<file path="config.mk">
export PLATFORM = sky130hd
export DESIGN_NAME = bpes_ram
export DESIGN_NICKNAME = d
export VERILOG_FILES = /design/src/bpes_ram.sv
export SDC_FILE = /design/constraint.sdc
export NUM_CORES = 1
export LEC_CHECK = 0
export BUFFER_PORTS_ARGS = -buffer_cell sky130_fd_sc_hd__buf_4
export CAP_MARGIN = 20
export CELL_PAD_IN_SITES_DETAIL_PLACEMENT = 0
export CELL_PAD_IN_SITES_GLOBAL_PLACEMENT = 1
export CORE_MARGIN = 8
export CORE_UTILIZATION = 40
export DETAILED_ROUTE_END_ITERATION = 10
export PLACE_DENSITY = 0.66
export SYNTH_ARGS = -nofsm -noshare
export SYNTH_HDL_FRONTEND = slang
export SYNTH_SLANG_ARGS = --single-unit
</file>
<file path="constraint.sdc">
create_clock -name clk_i -period 5.01 [get_ports clk_i]
set_input_delay 1.002 -clock clk_i [delete_from_list [all_inputs] [get_ports clk_i]]
set_output_delay 1.002 -clock clk_i [all_outputs]
set_load 0.01 [all_outputs]
</file>
<file path="src/bpes_ram.sv">
// ----------------------------------------------------------------------------
// bpes_ram
// Generic single write, single read RAM with registered read data.
// ----------------------------------------------------------------------------
module bpes_ram #(
  parameter int unsigned WIDTH = 8,
  parameter int unsigned DEPTH = 16
) (
  input  logic                     clk_i,
  input  logic                     we_i,
  input  logic [$clog2(DEPTH)-1:0] waddr_i,
  input  logic [WIDTH-1:0]         wdata_i,
  input  logic [$clog2(DEPTH)-1:0] raddr_i,
  output logic [WIDTH-1:0]         rdata_o
);

  logic [WIDTH-1:0] mem_q [DEPTH];
  logic [WIDTH-1:0] rdata_q;

  always_ff @(posedge clk_i) begin
    if (we_i) begin
      mem_q[waddr_i] <= wdata_i;
    end
    rdata_q <= mem_q[raddr_i];
  end

  assign rdata_o = rdata_q;

endmodule

</file>
==> results of run 1 <==
[through the flow]
| step | std cells | hold WS [ns] | utilization [%] | power, W |
|---|---|---|---|---|
| floorplan | 229 | 0.629 | - | 0.00137 |
| global placement | 419 | 0.642 | 43.5 | 0.00142 |
| detailed placement | 419 | 0.656 | 43.5 | 0.00142 |
| CTS | 451 | 0.673 | 48.7 | 0.00280 |
| global route | 452 | 0.723 | 48.8 | 0.00285 |
| finish | 452 | 0.673 | 48.8 | 0.00278 |
[power groups by stage]
stage                     registers [W]  clock network (W)  logic [W]
final                           0.00128            0.00138   0.000121
after global routing            0.00128            0.00144   0.000131
after CTS                       0.00128            0.00140   0.000123
after detailed placement        0.00130                  0   0.000123
after global placement          0.00130                  0   0.000120
after floorplan                 0.00130                  0  0.0000646
[placed cells by master (no fill, tap or decap), drive strengths merged]
cell,Yosys,layout
clkinvlp,0,1
nor2b,1,1
a22oi,16,16
nor2,13,13
clkinv,0,5
dfxtp,8,8
clkbuf,0,21
nand3b,2,2
nand2,9,9
and2,1,1
and2b,1,1
edfxtp,128,128
nor3,4,4
bufinv,0,6
mux4,32,32
nand2b,2,2
nand3,1,1
or3b,1,1
buf,7,28
[worst max-delay path: stages]
cell and delay (ns):
buf_4 0.46, mux4_1 0.62, a22oi_1 0.33, nand2_1 0.08
[registers in the layout (all words and copies together), names as in the netlist]
register	count
mem_q	128
rdata_o	8
[cell families (layout without fill, tap and decap cells)]
logic type | Yosys count | after routing | synth area share [%]
AO/OA/AOI/OAI | 16 | 16 | 2.33
buffers and inverters | 10 | 61 | 1.68
AND/OR/NAND/NOR | 35 | 35 | 3.18
flip-flops | 136 | 136 | 77.8
multiplexers | 32 | 32 | 15.0
[layer usage]
| layer | vias to the layer above | GRT usage [%] | routed length, um |
|---|---|---|---|
| met1 | 1212 | 16.0 | 4380 |
| met2 | 60 | 19.0 | 4650 |
| met3 | 8 | 3.41 | 406 |
| met5 | - | 0 | 0 |
| met4 | 0 | 5.74 | 122 |
| li1 | 1048 | - | - |
[cell type report]
class / instances / area share, %
sequential: 136 / 65.1
multi-input combinational: 83 / 17.2
clock buffer: 20 / 7.09
clock inverter: 12 / 3.64
timing repair buffer: 29 / 3.54
tap: 172 / 3.50
[final timing paths]
check / startpoint / end / slack [ns] / cells past startpoint
worst min register to register: mem_q[15][1] / rdata_o[1] / 0.67 / 3
worst min-delay path: mem_q[15][1] / rdata_o[1] / 0.67 / 3
worst max register to register: mem_q[1][3] / rdata_o[3] / 3.62 / 3
worst max-delay path: raddr_i[0] / rdata_o[3] / 2.76 / 4
==> results.toml, run 1 <==
[outcome]
status = "complete, no violations"

[final_layout]
n_antenna_cell = 0
multiInputGateArea_um2 = 1060
fill_cells = 1055
drive_above_1_share_pct = 27.5
area_delta_synth_final_pct = 19.6
final_nets = 285
fin_area_um2 = 6150
regArea_um2 = 4000

[grt]
overflow = 0
grt_pass1_wl_um = 14500
first_global_vias = 2395
antenna_found_initial = 0
grt_start_max_net_pins = 33
grt.total_usage_pct = 12.4

[floorplanning]
num_rows = 41
fp.dieH_um = 129
start_util_pct = 40.8
die_area_um2 = 16800
die_w_um = 129
top_level_ports = 26
core_um2 = 12600

[pwr]
combPwrFrac_pct = 4.3
p_per_area_nw_per_um2 = 452
p_clk_share_pct = 49.7
p_leak_nw = 2.05
peakVddDrop_v = 0.000261
swShare_pct = 18.7
p_int_w = 0.00226
switching_power_w = 0.000520
p_seq_share_pct = 46.0

[sta]
worst_slack_ns = 2.76
fin_crit_sh_pct = 45.0
relSlewSlack_pct = 40.1
fin_skew_ns = 0.00804
fmax_ghz = 0.444
period_needed_ns = 2.25
drv_slew = 0
setup_viol = 0
hold_viol = 0
worstMarginPinSlew_ns = 0.895
setup-tns-final_ns = 0
rsz0062_at_grt = "no"

[synthesis]
syn_area_um2 = 5150
synth_edf_count = 128
synthTopCellsByCount = "128 x edfxtp_1, 18 x mux4_2, 16 x a22oi_1"
synth-seq-cells = 136
ys_types = 19
syn_nets = 247
yosysMostFrequentCell = "edfxtp_1"
ys.flop_type = "edfxtp_1"
ys_top_cells_by_area = "edfxtp_1 75%, mux4_2 7.9%, mux4_1 7.1%"
ys_warn_count = 0
synth_top_area_share_pct = 74.7
synthArstFlopShare_pct = 0
avgSynthCellArea_um2 = 22.5
synthCells = 229
synth_top_area_cell = "edfxtp_1"
yosysSeqAreaShare_pct = 77.8

[clock_network]
htree_levels = 4
clkTransAtPathRegs_ns = 0.06
holdBufCountCts = 0
cts_tree = "done"
clock_insertion_delay_worst_skew_ns = 0.41
clock_sinks = 136
post-cts-setup-buffers = 0
cts_inserted_buffers = 17
cts_buffer_depth = 2
cts-root-buf = "clkbuf_16"
cts.repair.resized = 0

[routing]
drt_iter0_drc = 166
routed_via_density = 5.15
wl_per_cell_um = 21.1
dr.pass1.iters = 4
ant_nets = 0
vias = 2328
wirelength_um = 9560
drcViolationCount = 0

[hold_path]
hp-class = "reg -> reg"

[setup_path]
start_kind = "input port"
arrival_ns = 2.54
cp-end-kind = "flop"
path_max_fanout = 32
crit_type = "in -> reg"
crit_required_ns = 5.30

[placed_design]
placed_cell_area_um2 = 5490
post-place-ws_ns = 2.09
port_buffers = 25
place.gp.congestion = 0.704
hpwl_um = 5900

[flow_run]
maxCapViolCount = 0
No activity file was read; power rests on OpenSTA's default activity.
==> inputs of run 2 (changes only) <==
--- a/config.mk
+++ b/config.mk
@@ -5,6 +5,7 @@
 export SDC_FILE = /design/constraint.sdc
 export NUM_CORES = 1
 export LEC_CHECK = 0
+export ABC_AREA = 1
 export BUFFER_PORTS_ARGS = -buffer_cell sky130_fd_sc_hd__buf_4
 export CAP_MARGIN = 20
 export CELL_PAD_IN_SITES_DETAIL_PLACEMENT = 0
@@ -12,7 +13,7 @@
 export CORE_MARGIN = 8
 export CORE_UTILIZATION = 40
 export DETAILED_ROUTE_END_ITERATION = 10
-export PLACE_DENSITY = 0.66
+export PLACE_DENSITY = 0.71
 export SYNTH_ARGS = -nofsm -noshare
 export SYNTH_HDL_FRONTEND = slang
 export SYNTH_SLANG_ARGS = --single-unit
==> constraint.sdc (replaced) <==
create_clock -name clk_i -period 2.3 [get_ports clk_i]
set_input_delay 0.46 -clock clk_i [delete_from_list [all_inputs] [get_ports clk_i]]
set_output_delay 0.46 -clock clk_i [all_outputs]
set_load 0.01 [all_outputs]
==> results.toml, run 2 <==
[routing]
routed_via_density = 4.75
drt_iter0_drc = 393
ant_nets = 0
wirelength_um = 13300
vias = 3718
dr.pass1.iters = 7
drcViolationCount = 0
wl_per_cell_um = 17.0

[setup_path]
cp-startpoint = "raddr_i[0]"
cpPeakStageDelay_ns = 0.40
path_buf_inv = 2
crit_family = "buffers and inverters"
crit_top_cell = "nand3_1"
cp-end-kind = "flop"
arrival_ns = 1.71
cp_cell_sequence = "buf_4 > buf_4 > nand2_1 > nand3_1 > nand3_1 > nand3_1 > nand2_1"
crit_type = "in -> reg"
cp_slowest_cell = "buf_4"
start_kind = "input port"
path_max_fanout = 34
worstReg2RegEnd = "rdata_o[6]"
crit_required_ns = 2.60
worstReg2RegStart = "mem_q[5][6]"
reg2reg_slack_ns = 1.23
rr_worst_depth = 6

[sta]
setup_viol = 0
hold_viol = 0
worstMarginPinSlew_ns = 0.715
period_needed_ns = 1.41
fin_crit_sh_pct = 61.3
fin_skew_ns = 0.0219
worst_slack_ns = 0.890
setup-tns-final_ns = 0
rsz0062_at_grt = "no"
fmax_ghz = 0.709
drv_slew = 0
relSlewSlack_pct = 52.2

[clock_network]
clock_sinks = 136
htree_levels = 4
cts_buffer_depth = 2
holdBufCountCts = 0
cts_inserted_buffers = 17
clkTransAtPathRegs_ns = 0.06
cts-root-buf = "clkbuf_16"
cts.repair.resized = 0
post-cts-setup-buffers = 0
cts_tree = "done"
clock_insertion_delay_worst_skew_ns = 0.43

[hold_path]
min_to = "rdata_o[0]"
hp-class = "in -> reg"
min_delay_path_depth = 3
hp-start = "raddr_i[3]"

[synthesis]
synth_top_area_cell = "edfxtp_1"
synthArstFlopShare_pct = 0
synthCells = 551
syn_area_um2 = 5770
synthTopCellsByCount = "173 x nand2_1, 128 x edfxtp_1, 100 x inv_1"
ys_top_cells_by_area = "edfxtp_1 67%, nand2_1 11%, nand3_1 8.4%"
synth-seq-cells = 136
ys_warn_count = 0
synth_top_area_share_pct = 66.7
syn_nets = 569
ys.flop_type = "edfxtp_1"
ys_types = 12
synth_edf_count = 128
avgSynthCellArea_um2 = 10.5
yosysMostFrequentCell = "nand2_1"
yosysSeqAreaShare_pct = 69.4

[final_layout]
layout_commonest_cell = "nand2_1"
area_delta_synth_final_pct = 16.9
final_nets = 603
final_util_pct = 47.1
largest_reg_flops = 128
drive_above_1_share_pct = 12.0
largest-register = "mem_q"
final_cell_mix = "173 x nand2_1, 128 x edfxtp_1, 100 x inv_1"
n_antenna_cell = 0

[floorplanning]
die_w_um = 136
top_level_ports = 26
fp.dieH_um = 136
core_um2 = 14300
num_rows = 44
start_util_pct = 40.3
die_area_um2 = 18500

[placed_design]
port_buffers = 25
post-place-ws_ns = 0.469
hpwl_um = 8420
place.gp.congestion = 0.773

[grt]
first_global_vias = 3693
antenna_found_initial = 0
grt_start_max_net_pins = 49
grt_pass1_wl_um = 20800
overflow = 0
grt.total_usage_pct = 15.4

[pwr]
total_power_w = 0.00590
p_per_area_nw_per_um2 = 876
peakVddDrop_v = 0.000518
p_leak_nw = 2.91

[flow_run]
maxCapViolCount = 0

[outcome]
status = "complete, no violations"
-- run 2: cell count changes after synthesis, sizes merged, moves of 2 or more --
cell and delta:
a22oi -16, nand2 +164, nor2 +4, inv +102, nand3 +96, mux4 -32
nand2b -2, buf +17, nor3 -4, clkdlybuf4s25 -3
-- run 2: kinds of logic after synthesis --
family | Yosys count | share of synthesized area [%]
buf+inv | 126 | 9.52
flops | 136 | 69.4
simple gates | 289 | 21.0
-- run 2: worst reg2reg max path, cell delays in order (launching register included) --
cell and delay (ns):
edfxtp_1 0.37, inv_1 0.07, nand2_1 0.05, nand3_1 0.12, nand3_1 0.11, nand3_1 0.16, nand2_1 0.07
-- run 2: routing by layer --
| metal | up-vias | GRT usage (%) | wire, um |
|---|---|---|---|
| met3 | 9 | 3.25 | 770 |
| met2 | 107 | 24.5 | 6510 |
| met4 | 0 | 6.83 | 150 |
| met1 | 1761 | 19.9 | 5850 |
| met5 | - | 0 | 0 |
| li1 | 1841 | - | - |
-- run 2: how the worst max path moves through the flow --
stage,endpoint,slack (ns),depth (start not counted)
after floorplan,mem_q[10][0],0.89,2
after global placement,rdata_o[5],0.47,7
after detailed placement,rdata_o[5],0.47,7
after CTS,rdata_o[5],0.91,7
after global routing,rdata_o[5],0.78,7
final,rdata_o[5],0.89,7
-- run 2: cell type report --
cell class                      instances  area [um2]
Timing Repair Buffer                   39         305
Sequential cell                       136        4000
Fill cell                            1370        7570
Clock inverter                         12         149
Inverter                              102         383
Multi-Input combinational cell        289        1210
Tap cell                              184         230
Clock buffer                           20         457
-- run 2: power breakdown --
group | internal [W] | switching (W) | leakage, nW | total, W
Sequential | 0.00277 | 0.0000174 | 1.22 | 0.00279
Clock | 0.00176 | 0.00101 | 0.300 | 0.00276
Combinational | 0.000113 | 0.000239 | 1.39 | 0.000352
-- run 2: per-stage QoR --
step / std cells / hold WS, ns / area, um2
2_1_floorplan: 551 / 0.559 / 5770
3_3_place_gp: 750 / 0.659 / 6140
3_5_place_dp: 750 / 0.652 / 6140
4_1_cts: 782 / 0.348 / 6740
5_1_grt: 782 / 0.372 / 6740
6_report: 782 / 0.357 / 6740
